`config.mk`:
```
export PLATFORM = sky130hd
export DESIGN_NAME = utf16be_to_utf8_transcoder
export DESIGN_NICKNAME = d
export VERILOG_FILES = /design/src/hw/rtl/u16u8_pkg.sv /design/src/hw/rtl/u16u8_conv.sv /design/src/hw/rtl/u16u8_emit.sv /design/src/hw/rtl/utf16be_to_utf8_transcoder.sv
export VERILOG_INCLUDE_DIRS = /design/src /design/src/hw/rtl
export SDC_FILE = /design/constraint.sdc
export NUM_CORES = 1
export LEC_CHECK = 0
export BUFFER_PORTS_ARGS = -buffer_cell sky130_fd_sc_hd__buf_4
export CAP_MARGIN = 20
export CORE_MARGIN = 1.5
export CORE_UTILIZATION = 55
export CTS_CLUSTER_SIZE = 24
export DETAILED_ROUTE_END_ITERATION = 12
export PLACE_DENSITY = 0.74
export SKIP_CTS_REPAIR_TIMING = 1
export SYNTH_ARGS = -nofsm -noshare
export SYNTH_HDL_FRONTEND = slang
export SYNTH_SLANG_ARGS = --single-unit
```
`constraint.sdc`:
```
create_clock -name aclk -period 2.9 [get_ports aclk]
set_clock_uncertainty 0.05 [all_clocks]
set_input_delay 0.29 -clock aclk [delete_from_list [all_inputs] [get_ports aclk]]
set_output_delay 0.29 -clock aclk [all_outputs]
set_load 0.02 [all_outputs]
```
`src/hw/rtl/utf16be_to_utf8_transcoder_assert.svh`:
```
// assertion macros for the utf16be to utf8 transcoder
// needs a clock named aclk and an active-low reset named aresetn in scope
`ifndef UTF16BE_TO_UTF8_TRANSCODER_ASSERT_SVH
`define UTF16BE_TO_UTF8_TRANSCODER_ASSERT_SVH
`ifndef ASSERT_OFF
// same-cycle implication
`define U16_ASSERT_NOW(label, ante, cons) \
    label: assert property (@(posedge aclk) disable iff (!aresetn) (ante) |-> (cons)) \
        else $error("transcoder assertion failed");
// next-cycle implication
`define U16_ASSERT_NEXT(label, ante, cons) \
    label: assert property (@(posedge aclk) disable iff (!aresetn) (ante) |=> (cons)) \
        else $error("transcoder assertion failed");
`else
`define U16_ASSERT_NOW(label, ante, cons)
`define U16_ASSERT_NEXT(label, ante, cons)
`endif
`endif

```
`src/hw/rtl/u16u8_pkg.sv`:
```
// shared types and constants of the utf16be to utf8 transcoder
// no dependencies
package u16u8_pkg;

    // stop causes
    localparam logic [2:0] CAUSE_NONE      = 3'd0;
    localparam logic [2:0] CAUSE_NUL       = 3'd1;
    localparam logic [2:0] CAUSE_UNPAIRED  = 3'd2;
    localparam logic [2:0] CAUSE_LONE_LOW  = 3'd3;
    localparam logic [2:0] CAUSE_HIGH_END  = 3'd4;

    // top six bits of a surrogate unit
    localparam logic [5:0] HIGH_SURR_TAG = 6'b110110;
    localparam logic [5:0] LOW_SURR_TAG  = 6'b110111;

    // supplementary plane offset
    localparam logic [20:0] SUPP_BASE = 21'h10000;

    // utf-8 lead and continuation prefixes
    localparam logic [7:0] LEAD2 = 8'hC0;
    localparam logic [7:0] LEAD3 = 8'hE0;
    localparam logic [7:0] LEAD4 = 8'hF0;
    localparam logic [7:0] CONT  = 8'h80;

    // up to four utf-8 bytes per input byte
    localparam int MAX_BYTES = 4;

    // results of one input byte, first byte at index 0
    typedef struct packed {
        logic [2:0]                  count;
        logic [MAX_BYTES-1:0][7:0]   bytes;
        logic                        present;
        logic                        done;
        logic [2:0]                  cause;
    } conv_result_t;

    // result buffer status toward the input side
    typedef struct packed {
        logic       room;
        logic [2:0] level;
    } emit_status_t;

endpackage

```
`src/hw/rtl/u16u8_conv.sv`:
```
// conversion state and single-pass decode of one utf16be byte
// depends on u16u8_pkg
module u16u8_conv (
    input  logic                     aclk,
    input  logic                     aresetn,
    input  logic                     in_take,
    input  logic [7:0]               in_byte,
    input  logic                     in_last,
    output u16u8_pkg::conv_result_t  res
);

    typedef struct packed {
        logic       odd_phase;
        logic [7:0] held_high;
        logic       pending;
        logic [9:0] high_bits;
        logic       stopped;
        logic [2:0] reason;
    } conv_state_t;

    conv_state_t st_reg;
    conv_state_t st_next;
    conv_state_t st_work;
    logic [15:0] unit;
    logic [20:0] code_point;
    logic        emit;

    // unit decode and surrogate handling
    always_comb begin
        st_work    = st_reg;
        unit       = {st_reg.held_high, in_byte};
        code_point = {5'd0, unit};
        emit       = 1'b0;
        if (!st_reg.stopped) begin
            if (!st_reg.odd_phase) begin
                st_work.held_high = in_byte;
                st_work.odd_phase = 1'b1;
            end else begin
                st_work.odd_phase = 1'b0;
                if (st_reg.pending) begin
                    if (unit[15:10] == u16u8_pkg::LOW_SURR_TAG) begin
                        code_point      = u16u8_pkg::SUPP_BASE
                                        + {1'b0, st_reg.high_bits, unit[9:0]};
                        st_work.pending = 1'b0;
                        emit            = 1'b1;
                    end else begin
                        st_work.stopped = 1'b1;
                        st_work.reason  = u16u8_pkg::CAUSE_UNPAIRED;
                        st_work.pending = 1'b0;
                    end
                end else if (unit == 16'd0) begin
                    st_work.stopped = 1'b1;
                    st_work.reason  = u16u8_pkg::CAUSE_NUL;
                end else if (unit[15:10] == u16u8_pkg::HIGH_SURR_TAG) begin
                    st_work.pending   = 1'b1;
                    st_work.high_bits = unit[9:0];
                end else if (unit[15:10] == u16u8_pkg::LOW_SURR_TAG) begin
                    st_work.stopped = 1'b1;
                    st_work.reason  = u16u8_pkg::CAUSE_LONE_LOW;
                end else begin
                    emit = 1'b1;
                end
            end
            // high surrogate still open at the end of the field
            if (in_last && st_work.pending) begin
                st_work.stopped = 1'b1;
                st_work.reason  = u16u8_pkg::CAUSE_HIGH_END;
                st_work.pending = 1'b0;
            end
        end
    end

    // utf-8 encoding and end marker
    always_comb begin
        res         = '0;
        res.present = 1'b1;
        if (emit) begin
            priority if (code_point[20:7] == 14'd0) begin
                res.count    = 3'd1;
                res.bytes[0] = {1'b0, code_point[6:0]};
            end else if (code_point[20:11] == 10'd0) begin
                res.count    = 3'd2;
                res.bytes[0] = u16u8_pkg::LEAD2 | {3'd0, code_point[10:6]};
                res.bytes[1] = u16u8_pkg::CONT  | {2'd0, code_point[5:0]};
            end else if (code_point[20:16] == 5'd0) begin
                res.count    = 3'd3;
                res.bytes[0] = u16u8_pkg::LEAD3 | {4'd0, code_point[15:12]};
                res.bytes[1] = u16u8_pkg::CONT  | {2'd0, code_point[11:6]};
                res.bytes[2] = u16u8_pkg::CONT  | {2'd0, code_point[5:0]};
            end else begin
                res.count    = 3'd4;
                res.bytes[0] = u16u8_pkg::LEAD4 | {5'd0, code_point[20:18]};
                res.bytes[1] = u16u8_pkg::CONT  | {2'd0, code_point[17:12]};
                res.bytes[2] = u16u8_pkg::CONT  | {2'd0, code_point[11:6]};
                res.bytes[3] = u16u8_pkg::CONT  | {2'd0, code_point[5:0]};
            end
        end else if (in_last) begin
            res.count   = 3'd1;
            res.present = 1'b0;
        end
        if (in_last) begin
            res.done  = 1'b1;
            res.cause = st_work.stopped ? st_work.reason : u16u8_pkg::CAUSE_NONE;
        end
    end

    // state returns to reset after the last byte of a field
    always_comb begin
        st_next = st_reg;
        if (in_take) begin
            st_next = in_last ? '0 : st_work;
        end
    end

    always_ff @(posedge aclk) begin
        if (!aresetn) begin
            st_reg <= '0;
        end else begin
            st_reg <= st_next;
        end
    end

endmodule

```
`src/hw/rtl/u16u8_emit.sv`:
```
// result buffer that sends the utf-8 bytes of one input byte one per transfer
// depends on u16u8_pkg
module u16u8_emit (
    input  logic                     aclk,
    input  logic                     aresetn,
    input  logic                     load,
    input  u16u8_pkg::conv_result_t  res,
    input  logic                     m_ready,
    output logic                     m_valid,
    output logic [7:0]               m_utf8_byte,
    output logic                     m_byte_present,
    output logic                     m_run_last,
    output logic                     m_text_done,
    output logic [2:0]               m_stop_cause,
    output u16u8_pkg::emit_status_t  status
);

    logic [2:0]                                cnt_reg;
    logic [2:0]                                cnt_next;
    logic [u16u8_pkg::MAX_BYTES-1:0][7:0]      data_reg;
    logic [u16u8_pkg::MAX_BYTES-1:0][7:0]      data_next;
    logic                                      present_reg;
    logic                                      present_next;
    logic                                      done_reg;
    logic                                      done_next;
    logic [2:0]                                cause_reg;
    logic [2:0]                                cause_next;
    logic                                      pop;
    logic                                      final_one;

    // output side
    assign pop            = m_valid && m_ready;
    assign final_one      = (cnt_reg == 3'd1);
    assign m_valid        = (cnt_reg != 3'd0);
    assign m_utf8_byte    = data_reg[0];
    assign m_byte_present = present_reg;
    assign m_run_last     = final_one;
    assign m_text_done    = final_one && done_reg;
    assign m_stop_cause   = final_one ? cause_reg : u16u8_pkg::CAUSE_NONE;

    // a new load is allowed once the last buffered byte leaves this cycle
    assign status.room  = (cnt_reg == 3'd0) || (final_one && m_ready);
    assign status.level = cnt_reg;

    // load or shift
    always_comb begin
        cnt_next     = cnt_reg;
        data_next    = data_reg;
        present_next = present_reg;
        done_next    = done_reg;
        cause_next   = cause_reg;
        if (load) begin
            cnt_next     = res.count;
            data_next    = res.bytes;
            present_next = res.present;
            done_next    = res.done;
            cause_next   = res.cause;
        end else if (pop) begin
            cnt_next  = cnt_reg - 3'd1;
            data_next = {8'd0, data_reg[u16u8_pkg::MAX_BYTES-1:1]};
        end
    end

    always_ff @(posedge aclk) begin
        if (!aresetn) begin
            cnt_reg <= 3'd0;
        end else begin
            cnt_reg <= cnt_next;
        end
        data_reg    <= data_next;
        present_reg <= present_next;
        done_reg    <= done_next;
        cause_reg   <= cause_next;
    end

endmodule

```
`src/hw/rtl/utf16be_to_utf8_transcoder.sv`:
```
// top level of the utf16be to utf8 transcoder
// depends on u16u8_pkg, u16u8_conv, u16u8_emit and the assertion macro header
//
// Usage:
//   The input channel (s_valid, s_ready, s_text_byte, s_field_end) takes a
//   text field one byte per transfer, high byte of each 16-bit unit first;
//   s_field_end marks the last byte of the field.
//   The result channel (m_valid, m_ready, m_utf8_byte, m_byte_present,
//   m_run_last, m_text_done, m_stop_cause) gives the utf-8 bytes, one per
//   transfer. m_run_last flags the last result of an input byte,
//   m_text_done the final result of the field, which also carries the stop
//   cause. A bare end marker has m_byte_present low.
//   The first result of a byte is offered the cycle after that byte is
//   taken. Throughput: one input byte per cycle while each byte gives at
//   most one result and m_ready is high; a byte that gives several results
//   holds the input until its last result leaves the single result buffer,
//   which is drained one byte a cycle while m_ready is high.
//   Reset (aresetn low at a clock edge) empties the result buffer and
//   returns the converter to the start of a field.
//   When the receiver stalls, the current result holds and s_ready stays
//   low as long as the buffer holds any byte.
`include "utf16be_to_utf8_transcoder_assert.svh"
module utf16be_to_utf8_transcoder (
    input  logic       aclk,
    input  logic       aresetn,
    input  logic       s_valid,
    output logic       s_ready,
    input  logic [7:0] s_text_byte,
    input  logic       s_field_end,
    output logic       m_valid,
    input  logic       m_ready,
    output logic [7:0] m_utf8_byte,
    output logic       m_byte_present,
    output logic       m_run_last,
    output logic       m_text_done,
    output logic [2:0] m_stop_cause
);

    u16u8_pkg::conv_result_t res;
    u16u8_pkg::emit_status_t status;
    logic                    take;

    // input transfer
    assign s_ready = status.room;
    assign take    = s_valid && s_ready;

    // decode and state
    u16u8_conv u_conv (
        .aclk    (aclk),
        .aresetn (aresetn),
        .in_take (take),
        .in_byte (s_text_byte),
        .in_last (s_field_end),
        .res     (res)
    );

    // result buffer
    u16u8_emit u_emit (
        .aclk           (aclk),
        .aresetn        (aresetn),
        .load           (take),
        .res            (res),
        .m_ready        (m_ready),
        .m_valid        (m_valid),
        .m_utf8_byte    (m_utf8_byte),
        .m_byte_present (m_byte_present),
        .m_run_last     (m_run_last),
        .m_text_done    (m_text_done),
        .m_stop_cause   (m_stop_cause),
        .status         (status)
    );

    // checks
    `U16_ASSERT_NEXT(a_end_gives_result, s_valid && s_ready && s_field_end, m_valid)
    `U16_ASSERT_NOW(a_ready_has_room, s_ready, status.level <= 3'd1)
    `U16_ASSERT_NOW(a_cause_only_at_end, m_valid && (m_stop_cause != u16u8_pkg::CAUSE_NONE), m_text_done)
    `U16_ASSERT_NOW(a_marker_is_final, m_valid && !m_byte_present, m_run_last && m_text_done)

endmodule
```
==> results_dict.tcl <==
set metrics [dict create \
    worstPathArrival_ns 2.73 \
    path_cells "nand4b_4, o41a_1, nor4_4, nand2_2, o22ai_1, o31ai_2" \
    synth_area_mm2 0.00333 \
    dpl-instance-area_mm2 0.00354 \
    grt_start_max_net_pins 36 \
    cts_buffers 9 \
    ir_drop_mv 0.475 \
    io_pins 29 \
    final_common_cell "nand2_1" \
    rsz0062_at_grt "no" \
    relSlewSlack_pct 29.5 \
    cpMaxStageDelayCell "nor4_4" \
    die_h_um 80.9 \
    dr_total_vias 2846 \
    synth_top_area_share_pct 30.6 \
    synth_xor_xnor_area_share_pct 0.526 \
    synthToLayoutAreaGrowth_pct 12.2 \
    yosysUniqueCellTypes 59 \
    synth_top_family_by_area "compound AO/OA/AOI/OAI gates" \
    grt_pass1_vias 2548 \
    power.share.switching_pct 36.6 \
    die-area_mm2 0.00654 \
    port_buffers 28 \
    crit_path_start_kind "flip-flop" \
    synth_nets 371 \
    synth_edf_count 34 \
    antenna_cells 0 \
    cts_sinks 61 \
    clkTransAtPathRegs_ns 0.06 \
    start_util_pct 56.6 \
    final_cell_mix "nand2_1 (50), nor2_1 (39), buf_4 (35)" \
    yosys.area.top_type "edfxtp_1" \
    intPower_uw 2120 \
    cp-startpoint "u_conv.st_reg[21]" \
    synth-seq-area-share_pct 46.8 \
    path_class "flip-flop to flip-flop" \
    p_leak_uw 0.00154 \
    cp_max_fo 12 \
    clock_latency_ns 0.35 \
    drc 0 \
    slew_viol_final 0 \
    maxCapViolCount 0 \
    p_per_area_mw_per_mm2 894 \
    routedWlPerCell_um 17.9 \
    fin_area_mm2 0.00374 \
    cp-endpoint "u_emit.data_reg[8]" \
    timing.fmax_mhz 371 \
    min_period_ns 2.69 \
    cpPeakStageDelay_ns 0.53 \
    required_ns 2.94 \
    gr-total-overflow 0 \
    ant_nets 0 \
    synth-compound-area-share_pct 24.1 \
    reg2reg_slack_ns 0.21 \
    setup_tns_ns 0 \
    async_reset_ff_share_pct 0 \
    htree_levels 3 \
    synth_fa_ha_area_share_pct 1.50 \
    drt_iter0_markers 341 \
    cts_root_buf "clkbuf_8" \
    p_seq_share_pct 40.5 \
    gp_congestion 0.884 \
    ff2ff_path_depth 6 \
    status "finished, final reports clean" \
    viasPerCell 6.27 \
    synthSimpleGateAreaFrac_pct 21.2 \
    clockBufferDepth 2 \
    yosysWarnings 0 \
    r2r_end "u_emit.data_reg[8]" \
    grt_use_total_pct 26.5 \
    drt_first_pass_iters 5 \
    wirelength_um 8130 \
    synthMuxAreaShare_pct 0.338 \
    drive_above_1_share_pct 18.7 \
    synth.area.top_cells "edfxtp_1 (31%), dfxtp_1 (16%), nand2_1 (5.6%)" \
    cts_tree "yes" \
    largest_reg_flops 24 \
    min_path_type "input pin to flip-flop" \
    power_frac_comb_pct 36.6 \
    worstSetupEndpointType "flip-flop" \
    ys.flop_type "edfxtp_1" \
    coreArea_mm2 0.00589 \
    yosys_register_bits 61 \
    tightest_slew_ns 1.05 \
    power.clock.fraction_pct 22.9 \
    avgSynthCellArea_um2 9.42 \
    layout.nets 391 \
    num_rows 28 \
    fin_crit_sh_pct 92.9 \
    syn_inst 354 \
    setup_viol 0 \
    dieWidth_um 80.9 \
    switching_power_uw 1220 \
    r2r-start "u_conv.st_reg[21]" \
    grt_antenna_before_repair 0 \
    grt_pass1_wl_um 13000 \
    place_hpwl_um 5620 \
    hold_viol_final 0 \
]
## worst min-delay path by stage
stage	startpoint	endpoint	slack, ns	depth (start not counted)
6_report	aresetn	u_conv.st_reg[2]	0.17	3
5_1_grt	aresetn	u_emit.cnt_reg[1]	0.19	3
4_1_cts	aresetn	u_conv.st_reg[2]	0.17	3
3_5_place_dp	u_conv.st_reg[2]	u_conv.st_reg[2]	0.38	2
3_3_place_gp	u_conv.st_reg[2]	u_conv.st_reg[2]	0.37	2
2_1_floorplan	s_field_end	u_emit.done_reg	0.34	0
## cell usage after synthesis, types with 4 or more instances
cell and number:
a21oi_1 31, a32oi_1 10, and2_1 10, buf_2 4
buf_4 8, clkbuf_1 12, dfxtp_1 27, edfxtp_1 34
ha_1 4, inv_1 10, nand2_1 50, nand3_1 15
nor2_1 39, nor3_1 4, o21ai_0 10, o21ai_1 6
o22ai_1 5, o31ai_2 5, o41a_1 5
## critical path, delay by kind of cell, from the launching register on
kind	cells	cell delay (ns)
AO/OA/AOI/OAI	3	0.93
flip-flops	1	0.43
AND/OR/NAND/NOR	3	1.02
## cell type report
type / count / area (um2)
Clock buffer: 15 / 166
Clock inverter: 1 / 30.0
Fill cell: 499 / 2150
Inverter: 10 / 37.5
Multi-Input combinational cell: 257 / 1590
Sequential cell: 61 / 1560
Tap cell: 75 / 93.8
Timing Repair Buffer: 35 / 263
## through the flow
| stage | cells | util (%) | total power (uW) | hold slack (ns) | setup slack, ns |
|---|---|---|---|---|---|
| floorplan | 354 | - | 2240 | 0.339 | 0.623 |
| global placement | 438 | 60.2 | 2540 | 0.372 | 0.342 |
| detailed placement | 438 | 60.2 | 2570 | 0.381 | 0.291 |
| CTS | 454 | 63.5 | 3340 | 0.166 | 0.291 |
| global route | 454 | 63.5 | 3510 | 0.186 | 0.0756 |
| finish | 454 | 63.5 | 3340 | 0.175 | 0.207 |
## cell families (layout without fill, tap and decap cells)
| family | Yosys count | count (layout) |
|---|---|---|
| AOI/OAI and AO/OA | 109 | 109 |
| xor gates and xnor gates | 2 | 2 |
| adders and majority gates | 4 | 4 |
| buffers and inverters | 36 | 61 |
| DFF | 61 | 61 |
| muxes | 1 | 1 |
| and+or+nand+nor | 141 | 141 |
## per-layer routing
layer	part of all wire [%]	track usage (%)
met5	0	0
met4	2.9	11.0
met3	6.1	6.29
met2	46	39.8
met1	45	36.6
## power by group through the flow
stage                     combinational [uW]  sequential, uW  clock (uW)
final                                   1220            1350         766
after global routing                    1330            1380         802
after CTS                               1210            1350         771
after detailed placement                1200            1370           0
after global placement                  1170            1360           0
after floorplan                          915            1330           0
Power figures use the tool's default switching activity.
